==> config.mk <==
export PLATFORM = sky130hd
export DESIGN_NAME = nec_ir_pulse_decoder_core
export DESIGN_NICKNAME = d
export VERILOG_FILES = /design/src/hw/rtl/nip_pkg.sv /design/src/hw/rtl/nip_front.sv /design/src/hw/rtl/nip_queue.sv /design/src/hw/rtl/nip_back.sv /design/src/hw/rtl/nec_ir_pulse_decoder_core.sv
export SDC_FILE = /design/constraint.sdc
export NUM_CORES = 1
export LEC_CHECK = 0
export BUFFER_PORTS_ARGS = -buffer_cell sky130_fd_sc_hd__buf_2
export CAP_MARGIN = 40
export CELL_PAD_IN_SITES_DETAIL_PLACEMENT = 1
export CELL_PAD_IN_SITES_GLOBAL_PLACEMENT = 2
export CORE_MARGIN = 2
export CORE_UTILIZATION = 30
export CTS_CLUSTER_DIAMETER = 80
export DETAILED_ROUTE_END_ITERATION = 7
export GPL_TIMING_DRIVEN = 1
export HOLD_SLACK_MARGIN = 0.12
export PLACE_DENSITY_LB_ADDON = 0.15
export SETUP_SLACK_MARGIN = 0.02
export SLEW_MARGIN = 20
export SYNTH_ARGS = -nofsm -noshare
export SYNTH_HDL_FRONTEND = slang
export SYNTH_HIERARCHICAL = 1
export SYNTH_SLANG_ARGS = --single-unit
==> constraint.sdc <==
create_clock -name clk -period 4.85 [get_ports clk]
set_input_delay 0.485 -clock clk [delete_from_list [all_inputs] [get_ports clk]]
set_output_delay 0.485 -clock clk [all_outputs]
set_load 0.005 [all_outputs]
==> src/hw/rtl/nip_pkg.sv <==
// ----------------------------------------------------------------------------
// nip_pkg
// Shared types, constants and helpers of the pulse pair decoder.
// ----------------------------------------------------------------------------
package nip_pkg;

  // Field widths.
  localparam int TICK_W   = 15;
  localparam int SEG_W    = 11;
  localparam int TOL_W    = 10;
  localparam int ADDR_W   = 16;
  localparam int CMD_W    = 8;
  localparam int STATUS_W = 2;
  localparam int NOM_W    = 17;
  localparam int COUNT_W  = 6;
  localparam int SHIFT_W  = 32;

  // Configuration port.
  localparam int CFG_IDX_W  = 1;
  localparam int CFG_DATA_W = 11;
  localparam logic [CFG_IDX_W-1:0] REG_SEGMENT   = 1'd0;
  localparam logic [CFG_IDX_W-1:0] REG_TOLERANCE = 1'd1;

  localparam logic [SEG_W-1:0] SEGMENT_RESET   = 11'd563;
  localparam logic [TOL_W-1:0] TOLERANCE_RESET = 10'd100;

  // Burst lengths.
  localparam logic [COUNT_W-1:0] PAIR_SAT     = 6'd35;
  localparam logic [COUNT_W-1:0] FRAME_PAIRS  = 6'd34;
  localparam logic [COUNT_W-1:0] REPEAT_PAIRS = 6'd2;
  localparam logic [COUNT_W-1:0] LAST_DATA    = 6'd32;

  // Result status codes.
  localparam logic [STATUS_W-1:0] ST_FRAME_OK  = 2'd0;
  localparam logic [STATUS_W-1:0] ST_REPEAT    = 2'd1;
  localparam logic [STATUS_W-1:0] ST_NOT_NEC   = 2'd2;
  localparam logic [STATUS_W-1:0] ST_CHECK_BAD = 2'd3;

  localparam logic [ADDR_W-1:0] REPEAT_ADDR = 16'hffff;
  localparam logic [CMD_W-1:0]  REPEAT_CMD  = 8'hff;

  // Depth of the queue between classifier and burst tracker.
  localparam int QUEUE_DEPTH = 2;

  // One classified pulse pair.
  typedef struct packed {
    logic lead_frame;
    logic lead_repeat;
    logic bit_one;
    logic last;
  } pair_class_t;

  // True when v lies strictly inside nom +/- tol.
  function automatic logic in_window(input logic [TICK_W-1:0] v,
                                     input logic [NOM_W-1:0]  nom,
                                     input logic [TOL_W-1:0]  tol);
    logic [NOM_W-1:0] v_ext;
    logic [NOM_W-1:0] t_ext;
    v_ext = NOM_W'(v);
    t_ext = NOM_W'(tol);
    return ((v_ext + t_ext) > nom) && (v_ext < (nom + t_ext));
  endfunction

endpackage

==> src/hw/rtl/nip_front.sv <==
// ----------------------------------------------------------------------------
// nip_front
// Holds the timing registers and classifies each pulse pair request
// against the leader and data bit windows.
// ----------------------------------------------------------------------------
module nip_front (
  input  logic                              clk,
  input  logic                              rst_n,
  input  logic                              cfg_we,
  input  logic [nip_pkg::CFG_IDX_W-1:0]     cfg_index,
  input  logic [nip_pkg::CFG_DATA_W-1:0]    cfg_wdata,
  input  logic [nip_pkg::TICK_W-1:0]        low_ticks,
  input  logic [nip_pkg::TICK_W-1:0]        high_ticks,
  input  logic                              last,
  output nip_pkg::pair_class_t              pair_class
);

  logic [nip_pkg::SEG_W-1:0] segment_r;
  logic [nip_pkg::TOL_W-1:0] tolerance_r;
  logic [nip_pkg::NOM_W-1:0] nom16;
  logic [nip_pkg::NOM_W-1:0] nom8;
  logic [nip_pkg::NOM_W-1:0] nom4;
  logic [nip_pkg::NOM_W-1:0] nom3;
  logic                      lead_low_ok;

  // Timing registers.
  always_ff @(posedge clk) begin
    if (!rst_n) begin
      segment_r   <= nip_pkg::SEGMENT_RESET;
      tolerance_r <= nip_pkg::TOLERANCE_RESET;
    end else if (cfg_we) begin
      unique case (cfg_index)
        nip_pkg::REG_SEGMENT:   segment_r   <= cfg_wdata;
        nip_pkg::REG_TOLERANCE: tolerance_r <= cfg_wdata[nip_pkg::TOL_W-1:0];
        default: ;
      endcase
    end
  end

  // Nominal durations as multiples of one segment.
  assign nom16 = nip_pkg::NOM_W'({segment_r, 4'b0000});
  assign nom8  = nip_pkg::NOM_W'({segment_r, 3'b000});
  assign nom4  = nip_pkg::NOM_W'({segment_r, 2'b00});
  assign nom3  = nip_pkg::NOM_W'({segment_r, 1'b0}) + nip_pkg::NOM_W'(segment_r);

  // Window checks for both leader forms and for a one bit.
  assign lead_low_ok = nip_pkg::in_window(low_ticks, nom16, tolerance_r);

  always_comb begin
    pair_class.lead_frame  = lead_low_ok && nip_pkg::in_window(high_ticks, nom8, tolerance_r);
    pair_class.lead_repeat = lead_low_ok && nip_pkg::in_window(high_ticks, nom4, tolerance_r);
    pair_class.bit_one     = nip_pkg::in_window(high_ticks, nom3, tolerance_r);
    pair_class.last        = last;
  end

endmodule

==> src/hw/rtl/nip_queue.sv <==
// ----------------------------------------------------------------------------
// nip_queue
// Small first-in first-out queue of classified pulse pairs.
// ----------------------------------------------------------------------------
module nip_queue #(
  parameter int DEPTH = nip_pkg::QUEUE_DEPTH
) (
  input  logic                 clk,
  input  logic                 rst_n,
  input  logic                 push_valid,
  output logic                 push_ready,
  input  nip_pkg::pair_class_t push_data,
  output logic                 pop_valid,
  input  logic                 pop_ready,
  output nip_pkg::pair_class_t pop_data
);

  localparam int PTR_W = $clog2(DEPTH);
  localparam int CNT_W = $clog2(DEPTH + 1);

  nip_pkg::pair_class_t mem [DEPTH];
  logic [PTR_W-1:0] wr_ptr_r;
  logic [PTR_W-1:0] rd_ptr_r;
  logic [CNT_W-1:0] count_r;
  logic [PTR_W-1:0] wr_ptr_nxt;
  logic [PTR_W-1:0] rd_ptr_nxt;
  logic [CNT_W-1:0] count_nxt;
  logic             push;
  logic             pop;

  assign push_ready = (count_r != CNT_W'(DEPTH));
  assign pop_valid  = (count_r != '0);
  assign pop_data   = mem[rd_ptr_r];
  assign push       = push_valid && push_ready;
  assign pop        = pop_valid && pop_ready;

  // Pointer and fill count update.
  always_comb begin
    wr_ptr_nxt = wr_ptr_r;
    rd_ptr_nxt = rd_ptr_r;
    count_nxt  = count_r;
    if (push) begin
      wr_ptr_nxt = (wr_ptr_r == PTR_W'(DEPTH - 1)) ? '0 : wr_ptr_r + 1'b1;
    end
    if (pop) begin
      rd_ptr_nxt = (rd_ptr_r == PTR_W'(DEPTH - 1)) ? '0 : rd_ptr_r + 1'b1;
    end
    if (push && !pop) begin
      count_nxt = count_r + 1'b1;
    end else if (pop && !push) begin
      count_nxt = count_r - 1'b1;
    end
  end

  always_ff @(posedge clk) begin
    if (!rst_n) begin
      wr_ptr_r <= '0;
      rd_ptr_r <= '0;
      count_r  <= '0;
    end else begin
      wr_ptr_r <= wr_ptr_nxt;
      rd_ptr_r <= rd_ptr_nxt;
      count_r  <= count_nxt;
    end
  end

  // Entry storage.
  always_ff @(posedge clk) begin
    if (push) begin
      mem[wr_ptr_r] <= push_data;
    end
  end

endmodule

==> src/hw/rtl/nip_back.sv <==
// ----------------------------------------------------------------------------
// nip_back
// Tracks one burst of classified pairs, collects the data bits and
// registers one result on the last pair.
// ----------------------------------------------------------------------------
module nip_back (
  input  logic                             clk,
  input  logic                             rst_n,
  input  logic                             pair_valid,
  output logic                             pair_ready,
  input  nip_pkg::pair_class_t             pair_class,
  output logic                             out_valid,
  input  logic                             out_ready,
  output logic [nip_pkg::STATUS_W-1:0]     out_status,
  output logic [nip_pkg::ADDR_W-1:0]       out_address,
  output logic [nip_pkg::CMD_W-1:0]        out_command
);

  logic [nip_pkg::COUNT_W-1:0]  pair_cnt_r;
  logic [nip_pkg::SHIFT_W-1:0]  bit_shift_r;
  logic                         frame_ok_r;
  logic                         repeat_ok_r;
  logic                         out_valid_r;
  logic [nip_pkg::STATUS_W-1:0] status_r;
  logic [nip_pkg::ADDR_W-1:0]   address_r;
  logic [nip_pkg::CMD_W-1:0]    command_r;

  logic [nip_pkg::COUNT_W-1:0]  pair_cnt_nxt;
  logic [nip_pkg::SHIFT_W-1:0]  bit_shift_nxt;
  logic                         frame_ok_nxt;
  logic                         repeat_ok_nxt;
  logic [nip_pkg::COUNT_W-1:0]  cnt_inc;
  logic [nip_pkg::STATUS_W-1:0] status_nxt;
  logic [nip_pkg::ADDR_W-1:0]   address_nxt;
  logic [nip_pkg::CMD_W-1:0]    command_nxt;
  logic [7:0]                   b0;
  logic [7:0]                   b1;
  logic [7:0]                   b2;
  logic [7:0]                   b3;
  logic                         take;

  // A pair is taken whenever the result register is free or draining.
  assign pair_ready = !out_valid_r || out_ready;
  assign take       = pair_valid && pair_ready;

  assign out_valid   = out_valid_r;
  assign out_status  = status_r;
  assign out_address = address_r;
  assign out_command = command_r;

  // Burst state update.
  always_comb begin
    cnt_inc       = (pair_cnt_r < nip_pkg::PAIR_SAT) ? pair_cnt_r + 1'b1 : pair_cnt_r;
    frame_ok_nxt  = frame_ok_r;
    repeat_ok_nxt = repeat_ok_r;
    bit_shift_nxt = bit_shift_r;
    if (pair_cnt_r == '0) begin
      frame_ok_nxt  = pair_class.lead_frame;
      repeat_ok_nxt = pair_class.lead_repeat;
    end else if (pair_cnt_r <= nip_pkg::LAST_DATA) begin
      // Data bits enter at the top, so the first one ends at bit 0.
      bit_shift_nxt = {pair_class.bit_one, bit_shift_r[nip_pkg::SHIFT_W-1:1]};
    end
    pair_cnt_nxt = cnt_inc;
    if (pair_class.last) begin
      pair_cnt_nxt  = '0;
      bit_shift_nxt = '0;
      frame_ok_nxt  = 1'b0;
      repeat_ok_nxt = 1'b0;
    end
  end

  // Result decode for the last pair of a burst.
  assign b0 = bit_shift_r[7:0];
  assign b1 = bit_shift_r[15:8];
  assign b2 = bit_shift_r[23:16];
  assign b3 = bit_shift_r[31:24];

  always_comb begin
    if (cnt_inc == nip_pkg::FRAME_PAIRS && frame_ok_r) begin
      address_nxt = ((b0 & b1) == 8'd0) ? {8'd0, b0} : {b1, b0};
      command_nxt = b2;
      status_nxt  = ((b2 & b3) == 8'd0) ? nip_pkg::ST_FRAME_OK : nip_pkg::ST_CHECK_BAD;
    end else if (cnt_inc == nip_pkg::REPEAT_PAIRS && repeat_ok_r) begin
      address_nxt = nip_pkg::REPEAT_ADDR;
      command_nxt = nip_pkg::REPEAT_CMD;
      status_nxt  = nip_pkg::ST_REPEAT;
    end else begin
      address_nxt = '0;
      command_nxt = '0;
      status_nxt  = nip_pkg::ST_NOT_NEC;
    end
  end

  // Control state.
  always_ff @(posedge clk) begin
    if (!rst_n) begin
      pair_cnt_r  <= '0;
      bit_shift_r <= '0;
      frame_ok_r  <= 1'b0;
      repeat_ok_r <= 1'b0;
      out_valid_r <= 1'b0;
    end else begin
      if (take) begin
        pair_cnt_r  <= pair_cnt_nxt;
        bit_shift_r <= bit_shift_nxt;
        frame_ok_r  <= frame_ok_nxt;
        repeat_ok_r <= repeat_ok_nxt;
      end
      if (take && pair_class.last) begin
        out_valid_r <= 1'b1;
      end else if (out_ready) begin
        out_valid_r <= 1'b0;
      end
    end
  end

  // Result payload.
  always_ff @(posedge clk) begin
    if (take && pair_class.last) begin
      status_r  <= status_nxt;
      address_r <= address_nxt;
      command_r <= command_nxt;
    end
  end

endmodule

==> src/hw/rtl/nec_ir_pulse_decoder_core.sv <==
// ----------------------------------------------------------------------------
// nec_ir_pulse_decoder_core
// Decodes bursts of measured infrared pulse pairs into address, command
// and status results.
//
//   Channel | Direction | Handshake          | Payload
//   --------+-----------+--------------------+-------------------------------
//   in_     | input     | valid / ready      | low_ticks, high_ticks, last
//   out_    | output    | valid / ready      | status, address, command
//   cfg_    | input     | write enable only  | segment (0), tolerance (1)
//
// One pulse pair request is accepted per cycle while the queue has room. The
// window compares feed the queue directly, the last pair of a burst is
// written into the queue, and the burst tracker registers the result when it
// takes that pair from the queue. Reset clears the burst state and loads the
// timing registers with 563 and 100 ticks. A stalled output holds its result
// while the queue of classified pairs keeps accepting until full.
// ----------------------------------------------------------------------------
module nec_ir_pulse_decoder_core #(
  parameter int QUEUE_DEPTH = nip_pkg::QUEUE_DEPTH
) (
  input  logic                              clk,
  input  logic                              rst_n,
  input  logic                              in_valid,
  output logic                              in_ready,
  input  logic [nip_pkg::TICK_W-1:0]        in_low_ticks,
  input  logic [nip_pkg::TICK_W-1:0]        in_high_ticks,
  input  logic                              in_last,
  output logic                              out_valid,
  input  logic                              out_ready,
  output logic [nip_pkg::STATUS_W-1:0]      out_status,
  output logic [nip_pkg::ADDR_W-1:0]        out_address,
  output logic [nip_pkg::CMD_W-1:0]         out_command,
  input  logic                              cfg_we,
  input  logic [nip_pkg::CFG_IDX_W-1:0]     cfg_index,
  input  logic [nip_pkg::CFG_DATA_W-1:0]    cfg_wdata
);

  nip_pkg::pair_class_t front_class;
  nip_pkg::pair_class_t queue_class;
  logic                 queue_valid;
  logic                 queue_ready;

  // Classifier with timing registers.
  nip_front u_front (
    .clk        (clk),
    .rst_n      (rst_n),
    .cfg_we     (cfg_we),
    .cfg_index  (cfg_index),
    .cfg_wdata  (cfg_wdata),
    .low_ticks  (in_low_ticks),
    .high_ticks (in_high_ticks),
    .last       (in_last),
    .pair_class (front_class)
  );

  // Queue between classifier and burst tracker.
  nip_queue #(
    .DEPTH (QUEUE_DEPTH)
  ) u_queue (
    .clk        (clk),
    .rst_n      (rst_n),
    .push_valid (in_valid),
    .push_ready (in_ready),
    .push_data  (front_class),
    .pop_valid  (queue_valid),
    .pop_ready  (queue_ready),
    .pop_data   (queue_class)
  );

  // Burst tracker and result register.
  nip_back u_back (
    .clk         (clk),
    .rst_n       (rst_n),
    .pair_valid  (queue_valid),
    .pair_ready  (queue_ready),
    .pair_class  (queue_class),
    .out_valid   (out_valid),
    .out_ready   (out_ready),
    .out_status  (out_status),
    .out_address (out_address),
    .out_command (out_command)
  );

endmodule
======== Word level (Yosys, flattened, before mapping) ========
Memory sizes are Yosys's and may differ from the RTL's. A register that Yosys moved wholly into a read port is not among the register bits.
Index checks and enable logic that the tools add are counted.
storage, ports and cells
  register bits ........................... 92
  bits in latches ......................... 0
  bits in writable memories ............... 8
  bits in read-only memories .............. 0
  bits of input ports ..................... 48
  memories kept ........................... 1
cells by class
  add/subtract/negate cells ............... 12
  $mul .................................... 0
  div/mod/pow operators ................... 0
  magnitude comparators ................... 10
  equal/unequal tests ..................... 4
  shift operators ......................... 0
  multiplexer cells ....................... 27
  bitwise gates (word level) .............. 3
  reduce and logical (&&, ||, !) cells .... 29
memories
  memory       depth  bits a word  read ports  clocked after memory_dff  write ports  line             text
  u_queue.mem  2      4            1           1                         1            nip_queue.sv:21  nip_pkg::pair_class_t mem [DEPTH];
operator list
  operator               count
  $mux W32               3
  $lt A15 B17 Y1         4
  $add A15 B10 Y16       3
  $mux W16               3
  $add A17 B10 Y17       1
  $gt A17 B13 Y1         1
  $gt A17 B14 Y1         1
  $gt A17 B15 Y1         1
  $gt A17 B17 Y1         1
  $and A8 B8 Y8          2
  $logic_not A8 Y1       2
  $mux W8                2
  $add A14 B10 Y15       1
  $add A13 B10 Y14       1
  $add A12 B11 Y13       1
  $logic_and A1 B1 Y1    13
  $mux W1                12
  $mux W6                2
  $mux W2                5
  $reduce_bool A2 Y1     5
  $add A6 B1 Y6 const B  1
  $eq A6 B2 Y1 const B   1
  $eq A6 B6 Y1 const B   1
  $le A6 B6 Y1 const B   1
  12 further kinds       17

======== Logic depth before layout (Yosys ltp) ========
Gate-level depths: netlist of run 1.
  depth in word-level cells ............... 6
  mapped depth ............................ 19

======== By module ========
Netlist of run 1, hierarchy kept.
by module, submodules not included
  module     instances  cells each  area an instance (µm²)
  nip_front  1          719         5846.9
  nip_back   1          349         3136.8
  nip_queue  1          36          528.0

======== Least setup slack after synthesis of run 1 ========
OpenSTA, ideal clock, no wires.
  kind .................................... reg-to-reg
  start ................................... reg u_front/segment_r[1] in the netlist's numbering
  end ..................................... mem u_queue/mem[0][1] in the netlist's numbering, data pin
  library setup time ...................... 163 ps
  arrival time ............................ 3951 ps
  required time ........................... 4687 ps
  setup slack ............................. 736 ps
  cell stages (with the launch flop) ...... 19
  buffers on the path ..................... 0
  period minus slack after synthesis ...... 4114 ps
  cells stage by stage .................... dfxtp_1 -> ha_1 -> fa_1 -> a21o_1 -> a21oi_1 -> xnor2_1 -> ha_1 -> a21o_1 -> a21oi_1 -> o21ai_0 -> a31oi_1 -> nor2_1 -> o21ai_1 -> xnor2_1 -> ha_1 -> and3_1 -> a2111oi_0 -> o21ai_0 -> a31oi_1
RTL lines
  item                      line             text
  start: declaration        nip_front.sv:18  logic [nip_pkg::SEG_W-1:0] segment_r;
  start signal: assignment  nip_front.sv:29  segment_r <= nip_pkg::SEGMENT_RESET;
  start signal: assignment  nip_front.sv:33  nip_pkg::REG_SEGMENT: segment_r <= cfg_wdata;
  end: declaration          nip_queue.sv:21

==> results of run 1 <==
==> cell families after synthesis <==
kind of cell | share of synthesized area [%]
AOI/OAI and AO/OA | 20.5
xor gates and xnor gates | 7.17
and+or+nand+nor | 19.1
buffers and inverters | 4.21
muxes | 0.474
adders and majority gates | 23.7
DFF | 24.8
==> layout by cell type, fill, tap and decap left out, types with 13 or more instances in the layout <==
cell type,count
inv_1,55
nand4_1,13
a31oi_1,46
xnor2_1,52
o21ai_0,32
a21o_1,24
buf_4,29
dfxtp_1,65
nor2b_1,20
a21boi_0,15
nand2b_1,13
ha_1,168
nand2_1,106
edfxtp_1,34
nor2_1,48
nor3_1,15
xor2_1,22
nand3_1,84
buf_2,75
o21a_1,15
a21oi_1,70
==> metrics by stage <==
step / area (µm²) / hold slack [ns] / util [%]
3_3_place_gp: 10400 / 0.476 / 33.2
4_1_cts: 10700 / 0.353 / 34.2
3_5_place_dp: 10500 / 0.485 / 33.3
2_1_floorplan: 9510 / 0.447 / -
6_report: 10800 / 0.362 / 34.3
5_1_grt: 10800 / 0.347 / 34.3
==> path summary, 6_finish.rpt <==
kind | startpoint | endpoint | slack (ns) | cells after the start
worst min register to register | u_back/frame_ok_r$_SDFFE_PN0P_ | u_back/frame_ok_r$_SDFFE_PN0P_ | 0.50 | 2
worst max-delay path | u_front/segment_r[1]$_SDFFE_PN1P_ | u_queue/mem[1][1]$_DFFE_PP_ | 0.35 | 18
worst min-delay path | in_last | u_queue/mem[0][0]$_DFFE_PP_ | 0.36 | 1
worst max register to register | u_front/segment_r[1]$_SDFFE_PN1P_ | u_queue/mem[1][1]$_DFFE_PP_ | 0.35 | 18
==> cell type report <==
type | instances | area (µm²)
Fill cell | 3693 | 20600
Multi-Input combinational cell | 906 | 6780
Sequential cell | 101 | 2360
Timing Repair Buffer | 106 | 619
Tap cell | 402 | 503
Clock buffer | 9 | 225
Inverter | 57 | 214
Clock inverter | 7 | 67.6
==> metal layers <==
metal	wire [µm]	vias up	share of wire, %
met1	16300	4107	54
met2	13200	88	44
li1	-	4206	-
met5	0	-	0
met4	192	0	0.63
met3	631	10	2.1
==> flip-flops by register name, summed over array words and instances, names as in the netlist, named ones only <==
| register | cells |
|---|---|
| u_queue/wr_ptr_r | 1 |
| u_back/repeat_ok_r | 1 |
| u_front/segment_r | 11 |
| u_queue/count_r | 2 |
| u_back/out_status | 2 |
| u_front/tolerance_r | 10 |
| u_queue/rd_ptr_r | 1 |
| u_back/out_command | 8 |
| u_queue/mem | 8 |
| u_back/out_address | 16 |
| u_back/frame_ok_r | 1 |
| u_back/bit_shift_r | 32 |
| u_back/out_valid | 1 |
| u_back/pair_cnt_r | 6 |
==> timing repair <==
item | in CTS | in global routing
gates resized for setup | 0 | 7
setup buffers | 0 | 0
endpoints found under the setup margin | 0 | 2
==> power groups by stage <==
stage	logic (mW)	clock network (mW)	registers (mW)
finish	1.61	0.750	1.05
global route	1.83	0.812	1.06
CTS	1.64	0.785	1.05
detailed placement	1.62	0	1.07
global placement	1.61	0	1.07
floorplan	1.09	0	1.07
==> worst max-delay path: stages (launching register included) <==
cell and delay, ns:
dfxtp_1 0.41, ha_1 0.29, fa_1 0.41, a21o_1 0.19, a21oi_1 0.17, xnor2_1 0.12, ha_1 0.37, a21o_1 0.17
a21oi_1 0.07, o21ai_1 0.14, a31oi_1 0.16, nor2_1 0.16, o21ai_2 0.08, or3_1 0.34, ha_1 0.29, and3_1 0.20
a2111oi_1 0.38, o21ai_1 0.15, a31oi_1 0.22
==> results by group, run 1 <==
Synth
  – Synth Cell Area: between 9000 and 10,000 µm²
  – Netlist cell types: 75
  – EDFF count, synth: 34
  – Dominant register cell in the synthesized netlist: dfxtp_1
  – Count leader, synth: ha_1
  – Top cells by area, synth: ha_1, dfxtp_1, edfxtp_1
  – Avg Synthesized Cell Area: 8.62 µm²
  – Proportion of synthesized chip area in sequential cells: between 20% and 30%
  – #FFs+latches synth: a little over 100
  – Area share of the largest cell type after synthesis: ~22%
  – Ys async rst share: 0%
  – Post-Syn Instances: between 1k and 1.5k
  – Commonest cells post-synth: ha_1, nand2_1, nand3_1, a21oi_1, dfxtp_1
  – Post-Syn Nets: ~1.3k
  – Largest area contributor in the netlist: ha_1
  – Yosys warns: 6

STA
  – Final setup viols: 0
  – Final Hold Vio Count: 0
  – RSZ-0062 raised after global routing: no
  – Clock Skew: about 0.015 ns
  – Worst slew pin tran: between 0.7 and 0.8 ns
  – Tcrit/Tclk final: 92.8%
  – Fmax: 222 MHz
  – Worst setup margin: approximately 0.35 ns
  – Headroom to the max-slew limit: 47.7%
  – Slew Limit Fails: 0
  – Min Tclk post-route: 4.50 ns
  – Setup TNS Final: 0 ns

Global route
  – Met2 Use GR: 30.1%
  – Vias in the first global route: 8,866
  – M1 GR Usage: between 20 and 30%
  – Most used routing layer: met2
  – Initial antenna violation count: 0
  – First-pass GRT wire length: 49,100 µm
  – Routing usage on met3: around 1.7%
  – Largest net degree at the start of global routing: 39
  – Total GRT Usage: approximately a fifth
  – Global route overflow: 0

Worst setup path
  – Startpoint Class: flip-flop
  – Critical path data arrival time: roughly 4.7 ns
  – Critical path data required time: roughly 5 ns
  – Worst-path fanout max: 6
  – Critical path type: reg -> reg
  – Crit end category: flip-flop

Die
  – Die H: about 180 µm
  – Die X: ~180 µm
  – Initial Utilization: between 30% and 40%
  – CORE AREA: between 30,000 and 40,000 µm²
  – Site row count: 65
  – I/O pins: 76
  – Die area: between 30,000 and 40,000 µm²

Placed design
  – Place WS: 0.219 ns
  – Port buffer count: 75
  – Routability Congestion: around 0.81
  – Post-DP HPWL: 24,400 µm
  – Dpl cells: between 1.5k and 2k

Power and ir drop
  – Combinational power share: a little under half
  – Pwr Density: between 300 and 400 nW/µm²
  – Internal: ~2.0 mW
  – Peak VDD IR: ~0.25 mV
  – Sw frac: 42.7%
  – Net Switching: roughly 1.5 mW
  – Design Power: ~3.4 mW
  – Pleak: 4.41 nW
  – Clock power share: 22.0%
  – Seq pwr share: 30.8%

Detailed routing
  – DR vias: between 8k and 9k
  – WL/cell: approximately 19 µm
  – DRC errors left: 0
  – Final ANT Viol Nets: 0
  – Vias/cell: roughly 5.3
  – Iter 0 DRT Violations: ~340
  – Post-Route WL: roughly 30,000 µm
  – Pre-antenna DRT Iters: 5

CTS
  – Clock sink count: 101
  – Worst skew pair latency: approximately 0.36 ns
  – Hold buffers post-CTS: 0
  – Clock Tree Root: clkbuf_16
  – CTS tree: done
  – CTS Buffer Depth: 2
  – Total CTS buffers: 9
  – H-tree depth: 3
  – Clock-pin slew on the worst setup and hold paths: roughly 0.09 ns

Min path
  – HP Class: in -> reg

Layout
  – ANT cells: 0
  – Share of cells above drive strength 1: ~14%
  – Nets: around 1.4k
  – Non-filler cells, final: approximately 1.6k
  – Layout area overhead: 13.2%

Run
  – Maxcap violations: 0

Outcome
  – Status: finished, final reports clean
(Power assumes the default switching activity.)
==> run 2, diff against run 1 <==
Settings changed: CORE_UTILIZATION 30 to 38.
==> results by group, run 2 (synthesis results as in run 1) <==
Power and ir drop
  – Pwr Density: 320 nW/µm²
  – Design Power: 3.41 mW
  – Peak VDD IR: around 0.43 mV
  – Combinational power share: a little under half
  – Clock power share: 21.0%
  – Sw frac: between 40% and 50%
  – Net Switching: ~1.4 mW
  – Internal: just under 2 mW
  – Seq pwr share: a little under a third
  – Pleak: 4.36 nW

Detailed routing
  – Pre-antenna DRT Iters: 4
  – Final ANT Viol Nets: 0
  – Post-Route WL: between 20,000 and 30,000 µm
  – DR vias: 8,404
  – Iter 0 DRT Violations: 468
  – WL/cell: ~20 µm
  – Vias/cell: about 5.6
  – DRC errors left: 0

Worst setup path
  – Worst Setup EP: u_queue/mem[0][1]$_DFFE_PP_
  – Critical path startpoint: u_front/segment_r[1]$_SDFFE_PN1P_
  – Crit end category: flip-flop
  – R2r worst-path depth: 18
  – RR Endpoint: u_queue/mem[0][1]$_DFFE_PP_
  – Reg-to-reg slack, setup: about 0.46 ns
  – Worst-path fanout max: 5
  – R2r startpoint: u_front/segment_r[1]$_SDFFE_PN1P_
  – Critical path data arrival time: approximately 4.6 ns
  – Critical path data required time: 5.03 ns
  – Critical path type: reg -> reg
  – Startpoint Class: flip-flop

Die
  – Initial Utilization: 38.9%
  – CORE AREA: 24,500 µm²
  – I/O pins: between 70 and 80
  – Site row count: between 50 and 60
  – Die H: approximately 160 µm
  – Die area: approximately 26,000 µm²
  – Die X: 162 µm

CTS
  – CTS tree: done
  – CTS Buffer Depth: 2
  – H-tree depth: 3
  – Clock sink count: roughly 100
  – Worst skew pair latency: between 0.3 and 0.4 ns
  – Clock Tree Root: clkbuf_16
  – Total CTS buffers: 9
  – Setup Buffers After CTS: 0
  – Clock-pin slew on the worst setup and hold paths: 0.08 ns

STA
  – Worst slew pin tran: just under 0.8 ns
  – Headroom to the max-slew limit: around half
  – Min Tclk post-route: about 4.4 ns
  – Clock Skew: about 0.016 ns
  – Final setup viols: 0
  – Setup TNS Final: 0 ns
  – Tcrit/Tclk final: 90.6%
  – Slew Limit Fails: 0
  – Final Hold Vio Count: 0
  – Fmax: 228 MHz
  – RSZ-0062 raised after global routing: no

Layout
  – Max reg flops: 32
  – Post-layout util: between 40% and 50%
  – Design area: 10,700 µm²
  – Nets: between 1k and 1.5k
  – Layout area overhead: 12.1%
  – Biggest register: u_back/bit_shift_r
  – Non-filler cells, final: approximately 1.5k
  – Share of cells above drive strength 1: between 10% and 20%
  – Commonest cells after routing, fill and taps aside: ha_1, nand2_1, nand3_1, buf_2, a21oi_1
  – ANT cells: 0
  – Commonest non-fill, non-tap cell in the layout: ha_1

Global route
  – Vias in the first global route: a little under 9k
  – Global route overflow: 0
  – First-pass GRT wire length: ~48,000 µm
  – Largest net degree at the start of global routing: 39
  – Total GRT Usage: between 20% and 30%
  – Initial antenna violation count: 0

Min path
  – Worst hold path depth: 1
  – HP Class: in -> reg

Placed design
  – Dpl cells: ~1.5k
  – Post-DP HPWL: about 24,000 µm
  – Routability Congestion: around 0.89
  – Port buffer count: 75
  – Cell area after placement: about 10,000 µm²

Outcome
  – Status: finished, final reports clean

Run
  – Maxcap violations: 0
==> run 2: changes by cell type in the layout (fill, tap and decap cells not counted), moves of 2 or more <==
| cell | previous run | this run |
|---|---|---|
| buf_16 | 0 | 2 |
| buf_4 | 29 | 17 |
| clkinvlp_4 | 0 | 2 |
| inv_6 | 3 | 0 |
| xnor2_2 | 3 | 1 |
| xnor2_4 | 0 | 2 |
==> run 2: timing repair <==
item	CTS	global route
endpoints found under the setup margin	0	2
resized for setup	0	9
hold buffers	0	0
==> run 2: worst min-delay path by stage <==
stage | startpoint | to | slack [ns]
2_1_floorplan | u_back/repeat_ok_r$_SDFFE_PN0P_ | u_back/repeat_ok_r$_SDFFE_PN0P_ | 0.45
3_3_place_gp | u_back/repeat_ok_r$_SDFFE_PN0P_ | u_back/repeat_ok_r$_SDFFE_PN0P_ | 0.48
3_5_place_dp | u_back/repeat_ok_r$_SDFFE_PN0P_ | u_back/repeat_ok_r$_SDFFE_PN0P_ | 0.49
4_1_cts | in_last | u_queue/mem[1][0]$_DFFE_PP_ | 0.34
5_1_grt | in_last | u_queue/mem[1][0]$_DFFE_PP_ | 0.34
6_report | in_last | u_queue/mem[1][0]$_DFFE_PP_ | 0.35
==> run 2: worst max-delay path, cell delays in order (launching register included) <==
cell	delay (ns)
dfxtp_2	0.38
ha_1	0.26
fa_1	0.41
a21o_1	0.19
a21oi_1	0.17
xnor2_1	0.11
ha_1	0.36
a21o_1	0.18
a21oi_1	0.08
o21ai_1	0.12
a31oi_1	0.14
nor2_1	0.11
o21ai_1	0.09
or3_1	0.34
ha_1	0.29
and3_1	0.20
a2111oi_1	0.37
o21ai_1	0.17
a31oi_2	0.22
==> run 2: cell type report <==
type	count	area, µm²
Multi-Input combinational cell	906	6810
Tap cell	324	405
Inverter	57	214
Clock buffer	10	229
Timing Repair Buffer	96	584
Clock inverter	6	60.1
Fill cell	2924	13800
Sequential cell	101	2370
==> run 2: routing by layer <==
layer	share of wire, %	wire length (µm)	GRT usage [%]
met1	50	14600	32.6
met2	46	13700	38.5
met3	2.4	705	1.97
met4	1.6	480	5.91
met5	0	0	0
==> run 2: power by group through the flow <==
stage                     Combinational (mW)  Sequential [mW]  Clock (mW)
final                                   1.64             1.06       0.717
after detailed placement                1.64             1.08           0
after global placement                  1.57             1.07           0
after global routing                    1.85             1.07       0.765
after floorplan                         1.09             1.07           0
after CTS                               1.65             1.06       0.735
==> run 2: metrics by stage <==
stage	setup slack [ns]	hold WS [ns]
final	0.458	0.348
after global routing	0.0545	0.345
after CTS	0.179	0.337
after detailed placement	0.203	0.491
after global placement	0.331	0.477
after floorplan	0.736	0.447
